$ cat config.mk
export PLATFORM = sky130hd
export DESIGN_NAME = bmf_lane
export DESIGN_NICKNAME = d
export VERILOG_FILES = /design/src/hdl/bmf_pkg.sv /design/src/hdl/bmf_lane.sv
export SDC_FILE = /design/constraint.sdc
export NUM_CORES = 1
export LEC_CHECK = 0
export BUFFER_PORTS_ARGS = -buffer_cell sky130_fd_sc_hd__buf_4
export CAP_MARGIN = 5
export CORE_MARGIN = 2
export CORE_UTILIZATION = 60
export CTS_BUF_LIST = sky130_fd_sc_hd__clkbuf_8
export DETAILED_ROUTE_END_ITERATION = 12
export MAX_ROUTING_LAYER = met4
export PLACE_DENSITY = 0.79
export RECOVER_POWER = 25
export SLEW_MARGIN = 20
export SYNTH_ARGS = -nofsm -noshare
export SYNTH_HDL_FRONTEND = slang
export SYNTH_SLANG_ARGS = --single-unit
$ cat constraint.sdc
create_clock -name clk -period 6.05 [get_ports clk]
set_input_delay 0.9075 -clock clk [delete_from_list [all_inputs] [get_ports clk]]
set_output_delay 0.9075 -clock clk [all_outputs]
set_load 0.01 [all_outputs]
$ cat src/hdl/bmf_pkg.sv
// Box mean filter package: shared constants, register indexes and pipeline types.
// No dependencies; compiled first.
`default_nettype none

package bmf_pkg;

    localparam int DEF_WINDOW_SIZE = 5;
    localparam int DEF_MAX_WIDTH   = 1024;
    localparam int MAX_HEIGHT      = 4096;
    localparam int RESET_DIM       = 256;

    localparam int CFG_IDX_W  = 1;
    localparam int CFG_DATA_W = 13;
    localparam int IMG_W_W    = 11;
    localparam int IMG_H_W    = 13;
    localparam int OUT_COL_W  = 10;
    localparam int OUT_ROW_W  = 12;
    localparam int PIX_W      = 24;

    localparam logic [CFG_IDX_W-1:0] REG_IMAGE_WIDTH  = 1'b0;
    localparam logic [CFG_IDX_W-1:0] REG_IMAGE_HEIGHT = 1'b1;

    typedef logic [PIX_W-1:0] rgb_t;

    // per-pixel control carried down the pipeline
    typedef struct packed {
        logic                 int_v;
        logic                 brd_v;
        logic [OUT_COL_W-1:0] col;
        logic [OUT_ROW_W-1:0] row;
        rgb_t                 pix;
    } bmf_meta_t;

endpackage

`default_nettype wire

$ cat src/hdl/bmf_lane.sv
// One color channel lane: column sums, window total and reciprocal divide.
// Depends on bmf_pkg for defaults.
`default_nettype none

module bmf_lane #(
    parameter int WINDOW_SIZE = bmf_pkg::DEF_WINDOW_SIZE,
    localparam int SPAN       = 2 * (WINDOW_SIZE / 2) + 1
) (
    input  wire logic                 clk,
    input  wire logic                 adv,
    input  wire logic                 shift,
    input  wire logic [SPAN-1:0][7:0] column,
    output logic      [7:0]           mean
);
    import bmf_pkg::*;

    localparam int AREA = WINDOW_SIZE * WINDOW_SIZE;
    localparam int CSW  = 8 + $clog2(SPAN);
    localparam int SUMW = 8 + $clog2(SPAN * SPAN);
    localparam int SH   = SUMW + 7;
    localparam int MW   = SH - $clog2(AREA) + 1;
    localparam int PW   = SUMW + MW;
    localparam int QW   = PW - SH;
    localparam logic [MW-1:0] RECIP = MW'((2 ** SH + AREA - 1) / AREA);

    logic [SPAN-1:0][CSW-1:0] colsum_reg;
    logic [CSW-1:0]           colsum_next;
    logic [SUMW-1:0]          total_reg;
    logic [SUMW-1:0]          total_next;
    logic [PW-1:0]            prod;
    logic [QW-1:0]            quot;
    logic [7:0]               mean_reg;
    logic [7:0]               mean_next;

    always_comb
    begin
        colsum_next = '0;
        for (int k = 0; k < SPAN; k++)
        begin
            colsum_next = colsum_next + CSW'(column[k]);
        end
        total_next = '0;
        for (int k = 0; k < SPAN; k++)
        begin
            total_next = total_next + SUMW'(colsum_reg[k]);
        end
    end

    // exact floor(total / AREA) for every total that fits SUMW bits
    assign prod = PW'(total_reg) * PW'(RECIP);
    assign quot = prod[PW-1:SH];

    always_comb
    begin
        if (quot > QW'(255))
        begin
            mean_next = 8'hFF;
        end
        else
        begin
            mean_next = quot[7:0];
        end
    end

    always_ff @(posedge clk)
    begin
        if (shift)
        begin
            for (int k = 0; k < SPAN - 1; k++)
            begin
                colsum_reg[k] <= colsum_reg[k+1];
            end
            colsum_reg[SPAN-1] <= colsum_next;
        end
        if (adv)
        begin
            total_reg <= total_next;
            mean_reg  <= mean_next;
        end
    end

    assign mean = mean_reg;

endmodule

`default_nettype wire

==> impl_metrics.env <==
export IMPL_outcome="finished clean"
export IMPL_synth_edf_count=76
export IMPL_antenna_found_initial=0
export IMPL_final_cells=766
export IMPL_tightest_slew_ps=746
export IMPL_path_common_cell="fa_1"
export IMPL_setup_viol_count_final=0
export IMPL_ys_types=40
export IMPL_grt_overflow=0
export IMPL_cts_inserted_buffers=9
export IMPL_final_nets=886
export IMPL_post_cts_buffers=0
export IMPL_grt_usage_pct=20.3
export IMPL_start_util_pct=61.0
export IMPL_grt_pass1_wl_mm=20.0
export IMPL_cts_hold_buf=0
export IMPL_first_pass_iters=4
export IMPL_period_share_pct=86.8
export IMPL_end_kind="flip-flop"
export IMPL_drt_iter0_drc=159
export IMPL_cp_max_fo=8
export IMPL_yosys_area_share_simple_pct=4.13
export IMPL_cts_max_path_buffers=2
export IMPL_largest_register_ff_count=55
export IMPL_cts_root_buffer="clkbuf_8"
export IMPL_synth_seq_area_share_pct=31.3
export IMPL_crit_type="flip-flop to flip-flop"
export IMPL_synth_compound_area_share_pct=5.51
export IMPL_synth_top_family_by_area="adder cells"
export IMPL_clkLatencyLatePin_ps=350
export IMPL_synth_area_um2=7300
export IMPL_grt_max_degree=56
export IMPL_ys_ff_latch=76
export IMPL_slowest_stage="edfxtp_1"
export IMPL_synth_cells=553
export IMPL_cts_resized=0
export IMPL_multi_input_area_um2=4590
export IMPL_wl_mm=11.6
export IMPL_required_ps=6150
export IMPL_startpoint_type="flip-flop"
export IMPL_worst_hold_slack_ps=454
export IMPL_async_reset_ff_share_pct=0
export IMPL_h_tree_depth=3
export IMPL_hold_path_class="flip-flop to flip-flop"
export IMPL_clock_sinks=76
export IMPL_vias=4164
export IMPL_numPortBuffers=50
export IMPL_syn_to_final_growth_pct=10.3
export IMPL_drtAntennaViolNets=0
export IMPL_hold_violations=0
export IMPL_antenna_cells=0
export IMPL_fmax_ghz=0.190
export IMPL_n_fill_cell=828
export IMPL_dp_hpwl_mm=10.1
export IMPL_post_route_drc_count=0
export IMPL_syn_area_per_cell_um2=13.2
export IMPL_final_common_cell="ha_1"
export IMPL_maxSlewHeadroom_pct=49.0
export IMPL_synth_xor_area_share_pct=2.52
export IMPL_worstPathArrival_ps=5350
export IMPL_wl_per_cell_um=15.2
export IMPL_die_h_um=114
export IMPL_vias_per_cell=5.44
export IMPL_crit_chain="fa_1 > ha_1 > inv_1 > fa_1 > fa_1 > inv_1 > fa_1 > ha_1 > a21oi_1 > o21ai_0 > a221o_1 > or3_4 > o21a_4 > o211ai_4 > o21ai_1"
export IMPL_final_max_slew_viol_count=0
export IMPL_cts_tree="built"
export IMPL_crit_path_max_incr_delay_ps=650
export IMPL_fin_crit_ps=5250
export IMPL_synthMuxAreaShare_pct=0
export IMPL_final_cell_mix="ha_1 (117), inv_1 (112), fa_1 (112), edfxtp_1 (76), buf_4 (50)"
export IMPL_ys_warn_count=0
export IMPL_rsz0062_at_grt="false"
export IMPL_clk_pin_slew_ps=90
export IMPL_ios=51
export IMPL_regArea_um2=2280
export IMPL_rows=40
export IMPL_synth_top_flop_cell="edfxtp_1"
export IMPL_drive_above_1_share_pct=11.6
export IMPL_final_setup_tns_ps=0
export IMPL_grt_pass1_vias=4512
export IMPL_synth_adder_area_share_pct=50.8
export IMPL_place_gp_congestion=0.903
export IMPL_synth_nets=825
export IMPL_placed_cells=750
export IMPL_core_area_um2=12000
export IMPL_die_w_um=114
export IMPL_drv_cap=0
export IMPL_clock_skew_ps=13.6
export IMPL_die_area_um2=13100
## cells in the mapped netlist (3+ instances only)
| cell type | n | area (µm²) |
|---|---|---|
| o211ai_1 | 3 | 22.5 |
| o21a_1 | 4 | 30.0 |
| o21ai_0 | 7 | 35.0 |
| nand2_1 | 13 | 48.8 |
| nor3b_1 | 4 | 30.0 |
| inv_1 | 112 | 420 |
| nand4_1 | 4 | 25.0 |
| a21oi_1 | 16 | 80.1 |
| nor2b_1 | 5 | 31.3 |
| xnor2_1 | 14 | 123 |
| o21bai_1 | 3 | 22.5 |
| nor3_1 | 7 | 35.0 |
| fa_1 | 112 | 2240 |
| nor2_1 | 14 | 52.6 |
| and3_1 | 3 | 18.8 |
| a21o_1 | 6 | 45.0 |
| xor2_1 | 7 | 61.3 |
| ha_1 | 117 | 1460 |
| edfxtp_1 | 76 | 2280 |
## final timing paths
check              endpoint  slack [ps]            from  depth (start not counted)
max                 mean[5]         800   total_reg[12]                         15
min          colsum_reg[34]         450  colsum_reg[45]                          0
max reg2reg         mean[5]         800   total_reg[12]                         15
min reg2reg  colsum_reg[34]         450  colsum_reg[45]                          0
## kinds of logic (layout without fill, tap and decap cells)
kind of cell,after synthesis,count (layout)
buf+inv,112,178
simple gates,58,58
xor+xnor,21,21
flops,76,76
compound gates,57,57
fa+ha+maj,229,229
## worst max-delay path: cells and delay by family, from the launching register on
family                   cells  cell delay, ps
adder cells (fa/ha/maj)      6            2600
AO/OA/AOI/OAI                6            1290
flip-flops                   1             650
buffers and inverters        2             110
AND/OR/NAND/NOR              1             360
## layer usage
metal  track usage [%]  vias up  part of all wire, %
li1                  -     1979                    -
met1              26.3     2105                   44
met2              34.0       67                   53
met3              2.33       13                  2.2
met4              6.42        0                  1.4
met5                 -        -                    0
## area by class of cell
| type | instances | share of cell area [%] |
|---|---|---|
| Tap cell | 147 | 2.29 |
| Inverter | 112 | 5.23 |
| Multi-Input combinational cell | 365 | 57.1 |
| Clock buffer | 9 | 1.54 |
| Timing Repair Buffer | 50 | 4.67 |
| Clock inverter | 7 | 0.824 |
| Sequential cell | 76 | 28.4 |
## metrics by stage
stage	setup slack (ps)	area, µm²	utilization, %
floorplan	1130	7300	-
global placement	956	7860	65.7
detailed placement	787	7860	65.7
CTS	790	8050	67.3
global route	522	8050	67.3
finish	799	8050	67.3
Power is left out: the tool's default activity adds up to more than one toggle a clock period on the data nets, which glitch-free logic cannot reach.
