File: config.mk
export PLATFORM = sky130hd
export DESIGN_NAME = bmf_out_flat
export DESIGN_NICKNAME = d
export VERILOG_FILES = /design/src/hdl/bmf_pkg.sv /design/src/hdl/bmf_if.sv /design/src/hdl/bmf_out.sv /design/src/flat_wrapper.sv
export SDC_FILE = /design/constraint.sdc
export NUM_CORES = 1
export LEC_CHECK = 0
export BUFFER_PORTS_ARGS = -buffer_cell sky130_fd_sc_hd__buf_4
export CORE_ASPECT_RATIO = 1.25
export CORE_MARGIN = 2
export CORE_UTILIZATION = 47
export DETAILED_ROUTE_END_ITERATION = 8
export PLACE_DENSITY_LB_ADDON = 0.1
export SETUP_SLACK_MARGIN = 0.3
export SYNTH_ARGS = -nofsm -noshare
export SYNTH_HDL_FRONTEND = slang
export SYNTH_SLANG_ARGS = --single-unit
File: constraint.sdc
create_clock -name clk -period 12.3 [get_ports clk]
set_input_delay 2.46 -clock clk [delete_from_list [all_inputs] [get_ports clk]]
set_output_delay 2.46 -clock clk [all_outputs]
set_load 0.02 [all_outputs]
File: src/hdl/bmf_pkg.sv
// Box mean filter package: shared constants, register indexes and pipeline types.
// No dependencies; compiled first.
`default_nettype none

package bmf_pkg;

    localparam int DEF_WINDOW_SIZE = 5;
    localparam int DEF_MAX_WIDTH   = 1024;
    localparam int MAX_HEIGHT      = 4096;
    localparam int RESET_DIM       = 256;

    localparam int CFG_IDX_W  = 1;
    localparam int CFG_DATA_W = 13;
    localparam int IMG_W_W    = 11;
    localparam int IMG_H_W    = 13;
    localparam int OUT_COL_W  = 10;
    localparam int OUT_ROW_W  = 12;
    localparam int PIX_W      = 24;

    localparam logic [CFG_IDX_W-1:0] REG_IMAGE_WIDTH  = 1'b0;
    localparam logic [CFG_IDX_W-1:0] REG_IMAGE_HEIGHT = 1'b1;

    typedef logic [PIX_W-1:0] rgb_t;

    // per-pixel control carried down the pipeline
    typedef struct packed {
        logic                 int_v;
        logic                 brd_v;
        logic [OUT_COL_W-1:0] col;
        logic [OUT_ROW_W-1:0] row;
        rgb_t                 pix;
    } bmf_meta_t;

endpackage

`default_nettype wire

File: src/hdl/bmf_if.sv
// Stream interfaces for the box mean filter: pixel input and result output.
// Depends on nothing; valid/ready handshake, transfer when both are high.
`default_nettype none


interface bmf_res_if;
    logic        valid;
    logic        ready;
    logic [9:0]  out_column;
    logic [11:0] out_row;
    logic [7:0]  red_out;
    logic [7:0]  green_out;
    logic [7:0]  blue_out;
    logic        last_of_run;

    modport source (output valid, out_column, out_row, red_out, green_out, blue_out,
                    last_of_run, input ready);
    modport sink   (input valid, out_column, out_row, red_out, green_out, blue_out,
                    last_of_run, output ready);
endinterface

`default_nettype wire

File: src/hdl/bmf_out.sv
// Merge stage: joins the lane means with pixel control, sends up to two results.
// Depends on bmf_pkg and bmf_res_if; drives the pipeline advance.
`default_nettype none

module bmf_out #(
    parameter int WINDOW_SIZE = bmf_pkg::DEF_WINDOW_SIZE
) (
    input  wire logic              clk,
    input  wire logic              rst_n,
    input  wire bmf_pkg::bmf_meta_t meta,
    input  wire logic              meta_valid,
    input  wire bmf_pkg::rgb_t     mean_rgb,
    output logic                   adv,
    bmf_res_if.source              result
);
    import bmf_pkg::*;

    localparam int HALF = WINDOW_SIZE / 2;

    logic      o_valid_reg;
    logic      sent_reg;
    bmf_meta_t o_meta_reg;
    logic      int_first;
    logic      last;
    rgb_t      rgb;

    assign int_first = o_meta_reg.int_v && !sent_reg;
    assign last      = !(int_first && o_meta_reg.brd_v);
    assign adv       = !o_valid_reg || (result.ready && last);
    assign rgb       = int_first ? mean_rgb : o_meta_reg.pix;

    always_ff @(posedge clk or negedge rst_n)
    begin
        if (!rst_n)
        begin
            o_valid_reg <= 1'b0;
            sent_reg    <= 1'b0;
        end
        else if (adv)
        begin
            o_valid_reg <= meta_valid && (meta.int_v || meta.brd_v);
            sent_reg    <= 1'b0;
        end
        else if (result.ready)
        begin
            sent_reg <= 1'b1;
        end
    end

    always_ff @(posedge clk)
    begin
        if (adv)
        begin
            o_meta_reg <= meta;
        end
    end

    assign result.valid       = o_valid_reg;
    assign result.out_column  = int_first ? o_meta_reg.col - OUT_COL_W'(HALF) : o_meta_reg.col;
    assign result.out_row     = int_first ? o_meta_reg.row - OUT_ROW_W'(HALF) : o_meta_reg.row;
    assign result.red_out     = rgb[7:0];
    assign result.green_out   = rgb[15:8];
    assign result.blue_out    = rgb[23:16];
    assign result.last_of_run = last;

endmodule

`default_nettype wire

File: src/flat_wrapper.sv
// flat-port wrapper written by rule: the top's interface ports become plain ports
module bmf_out_flat import bmf_pkg::*;
#(
    parameter int WINDOW_SIZE = bmf_pkg::DEF_WINDOW_SIZE
)
  (clk, rst_n, meta, meta_valid, mean_rgb, adv, result_valid, result_out_column, result_out_row, result_red_out, result_green_out, result_blue_out, result_last_of_run, result_ready);
  bmf_res_if result_i ();
  input  wire logic clk;
  input  wire logic rst_n;
  input  wire bmf_pkg::bmf_meta_t meta;
  input  wire logic meta_valid;
  input  wire bmf_pkg::rgb_t mean_rgb;
  output logic adv;
  output wire logic [$bits(result_i.valid)-1:0] result_valid;
  output wire logic [$bits(result_i.out_column)-1:0] result_out_column;
  output wire logic [$bits(result_i.out_row)-1:0] result_out_row;
  output wire logic [$bits(result_i.red_out)-1:0] result_red_out;
  output wire logic [$bits(result_i.green_out)-1:0] result_green_out;
  output wire logic [$bits(result_i.blue_out)-1:0] result_blue_out;
  output wire logic [$bits(result_i.last_of_run)-1:0] result_last_of_run;
  input wire logic [$bits(result_i.ready)-1:0] result_ready;
  assign result_valid = result_i.valid;
  assign result_out_column = result_i.out_column;
  assign result_out_row = result_i.out_row;
  assign result_red_out = result_i.red_out;
  assign result_green_out = result_i.green_out;
  assign result_blue_out = result_i.blue_out;
  assign result_last_of_run = result_i.last_of_run;
  assign result_i.ready = result_ready;
  bmf_out #(.WINDOW_SIZE(WINDOW_SIZE)) u_core (.clk(clk), .rst_n(rst_n), .meta(meta), .meta_valid(meta_valid), .mean_rgb(mean_rgb), .adv(adv), .result(result_i));
endmodule
==> results.tsv <==
stage	metric	value	unit
outcome	outcome	finished clean	
grt	Overall Global Routing Usage	0.180	
power_and_ir_drop	Static Leakage	1.54	nW
sta	final hold vios	0	
cts	hold buffers post-CTS	0	
cells_and_area	multi-input logic area	676	sq um
cts	H-Tree Depth	2	
placement	input/output buffers	124	
drt	Final Routed Wirelength	4.74	mm
cts	Num CTS Buffers	5	
drt	DR iter-0 viols	67	
synthesis	dominant cells by area after synthesis	edfxtp_1 (65%), nand2_1 (14%), xnor2_1 (4.3%)	
sta	RSZ-0062 raised after global routing	false	
sta	Finish-stage setup viols	0	
synthesis	#FFs+latches synth	50	
grt	first-pass GRT wire length	7.36	mm
critical_path	crit path DAT	2.91	ns
synthesis	Mapped Nets	276	
synthesis	Mapped Cells	198	
grt	vias in the first global route	1693	
die	# IOs	125	
grt	global route overflow	0	
synthesis	Post-Syn Area	2230	sq um
critical_path	endpoint class of the critical path	output pin	
critical_path	Reg-to-Reg Start	u_core.o_meta_reg[47]	
cts	clock insertion delay at the later pin of the skew report	0.29	ns
sta	crit share post-route	0.436	
sta	Slew HR	0.315	
power_and_ir_drop	Power Dens Cells	137	nW/um^2
die	Chip Height	81.1	microns
cts	clock slew at reported path FFs	0.08	ns
sta	Final Skew	0.0108	ns
critical_path	CP startpoint kind	input port	
die	Floorplan Core Area	4660	sq um
placement	DP Wirelength	3.66	mm
die	die width	65.6	microns
hold_path	WHS Endpoint	u_core.sent_reg	
cells_and_area	fraction of layout cells with a size suffix above 1	0.421	
synthesis	count of different cell masters after synthesis	23	
sta	TNS Setup	0	ns
critical_path	Reg2Reg Depth	3	
grt	largest net degree at the start of global routing	51	
cts	post-CTS sizing	0	
synthesis	sequential share of the synthesized area	0.668	
die	Initial Util	0.479	
cells_and_area	Layout Nets	400	
critical_path	crit path max fanout	2	
hold_path	hold depth	2	
cells_and_area	most common cell after layout, fill and taps aside	buf_4	
placement	Area after DPL	3220	sq um
critical_path	WP data required	9.84	ns
die	Die Area	5320	sq um
hold_path	hold_sp	u_core.sent_reg	
cells_and_area	sequential cell area	1490	sq um
critical_path	kind of critical path	in -> out	
cells_and_area	Area growth, synth to finish	49.1	%
cells_and_area	Antenna Cells	0	
drt	Vias	1829	
drt	DRT Pass-1 Iters	4	
synthesis	area leader, netlist	edfxtp_1	
synthesis	Synth top area share	0.646	
hold_path	HP Class	reg -> reg	
drt	Residual DRC	0	
cts	CTS tree	done	
drt	DR vias/cell	4.78	
cells_and_area	final instance area	3330	sq um
cells_and_area	max reg flops	48	
synthesis	Ys Warns	0	
cells_and_area	Fillers	383	
placement	RePlAce Congestion	0.741	
die	Rows	28	
cells_and_area	leading cell types in the layout, fill and taps excluded	buf_4 (126), nand2_1 (81), edfxtp_1 (48), xnor2_1 (11), inv_1 (8)	
drt	Final ANT Viol Nets	0	
sta	worst slew pin tran	1.03	ns
synthesis	Synth Area per Inst	11.3	sq um
cts	Clock Path Buffers	2	
grt	initial antenna violation count	0	
drt	Routed wire per std cell	12.4	microns
sta	Max Slew Vio Count	0	
cts	post-CTS setup buffer count	0	
run	Max Cap Viol	0	
critical_path	Reg2Reg Setup Slack	10.54	ns
sta	time the worst path needs with I/O delays and setup	5.37	ns
power_and_ir_drop	maximum VDD drop	124	uV
cts	# clock sinks	50	
cts	clock root buffer	clkbuf_8	
sta	maximum clock frequency	186	MHz
critical_path	Setup crit start	result_ready	
critical_path	r2r endpoint	u_core.o_meta_reg[1]	
-- how the worst max path moves through the flow --
stage / to / slack [ns] / cells past startpoint
floorplan: adv / 3.45 / 2
global placement: adv / 6.93 / 4
detailed placement: adv / 6.93 / 4
CTS: adv / 6.93 / 4
global route: adv / 6.91 / 4
finish: adv / 6.93 / 4
-- cell families after synthesis --
group,share of synthesized area
adders and majority gates,0.0112
xor gates and xnor gates,0.0589
and+or+nand+nor,0.211
AOI/OAI and AO/OA,0.0157
DFF,0.668
buffers and inverters,0.0353
-- power by group --
group          switching [W]  internal [W]
Sequential        0.00000883      0.000208
Combinational      0.0000712     0.0000580
Clock              0.0000498     0.0000607
-- critical path: stages --
cell     delay [ns]
buf_4          0.08
inv_1          0.05
o21ai_4        0.15
buf_4          0.16
-- layout make-up --
type | count | area share
multi-input cells | 131 | 0.203
clock inverters | 2 | 0.0113
flip-flops and latches | 50 | 0.448
well taps | 60 | 0.0226
repair buffers | 126 | 0.284
inverters | 8 | 0.00902
clock buffers | 6 | 0.0218
-- cell usage after synthesis --
library cell and number:
nand2_1 81, edfxtp_1 48, xnor2_1 11, inv_1 8, o21ai_0 7, nor2_1 6
nor4_1 4, xor2_1 4, buf_2 3, buf_4 3, clkbuf_1 3, nand3_1 3
dfrtp_1 2, ha_1 2, nand4_1 2, nand4b_1 2, nand4bb_1 2, nor3_1 2
and3b_1 1, and4bb_2 1, nand2b_1 1, nor2b_1 1, nor3b_1 1
-- per-layer routing --
| layer | track usage | wire length, microns |
|---|---|---|
| met1 | 0.201 | 1690 |
| met2 | 0.337 | 2600 |
| met3 | 0.0526 | 427 |
| met4 | 0.0375 | 21 |
| met5 | 0 | 0 |
-- metrics by stage --
| stage | setup WS [ns] | power, W | utilization | hold slack (ns) | std cells |
|---|---|---|---|---|---|
| detailed placement | 6.93 | 0.000352 | 0.691 | 0.655 | 375 |
| floorplan | 3.45 | 0.000291 | - | 0.530 | 198 |
| global route | 6.91 | 0.000480 | 0.714 | 0.738 | 383 |
| CTS | 6.93 | 0.000462 | 0.714 | 0.656 | 383 |
| finish | 6.93 | 0.000457 | 0.714 | 0.652 | 383 |
| global placement | 6.93 | 0.000349 | 0.691 | 0.597 | 375 |
Note: power is estimated with default switching activity, not from simulation.
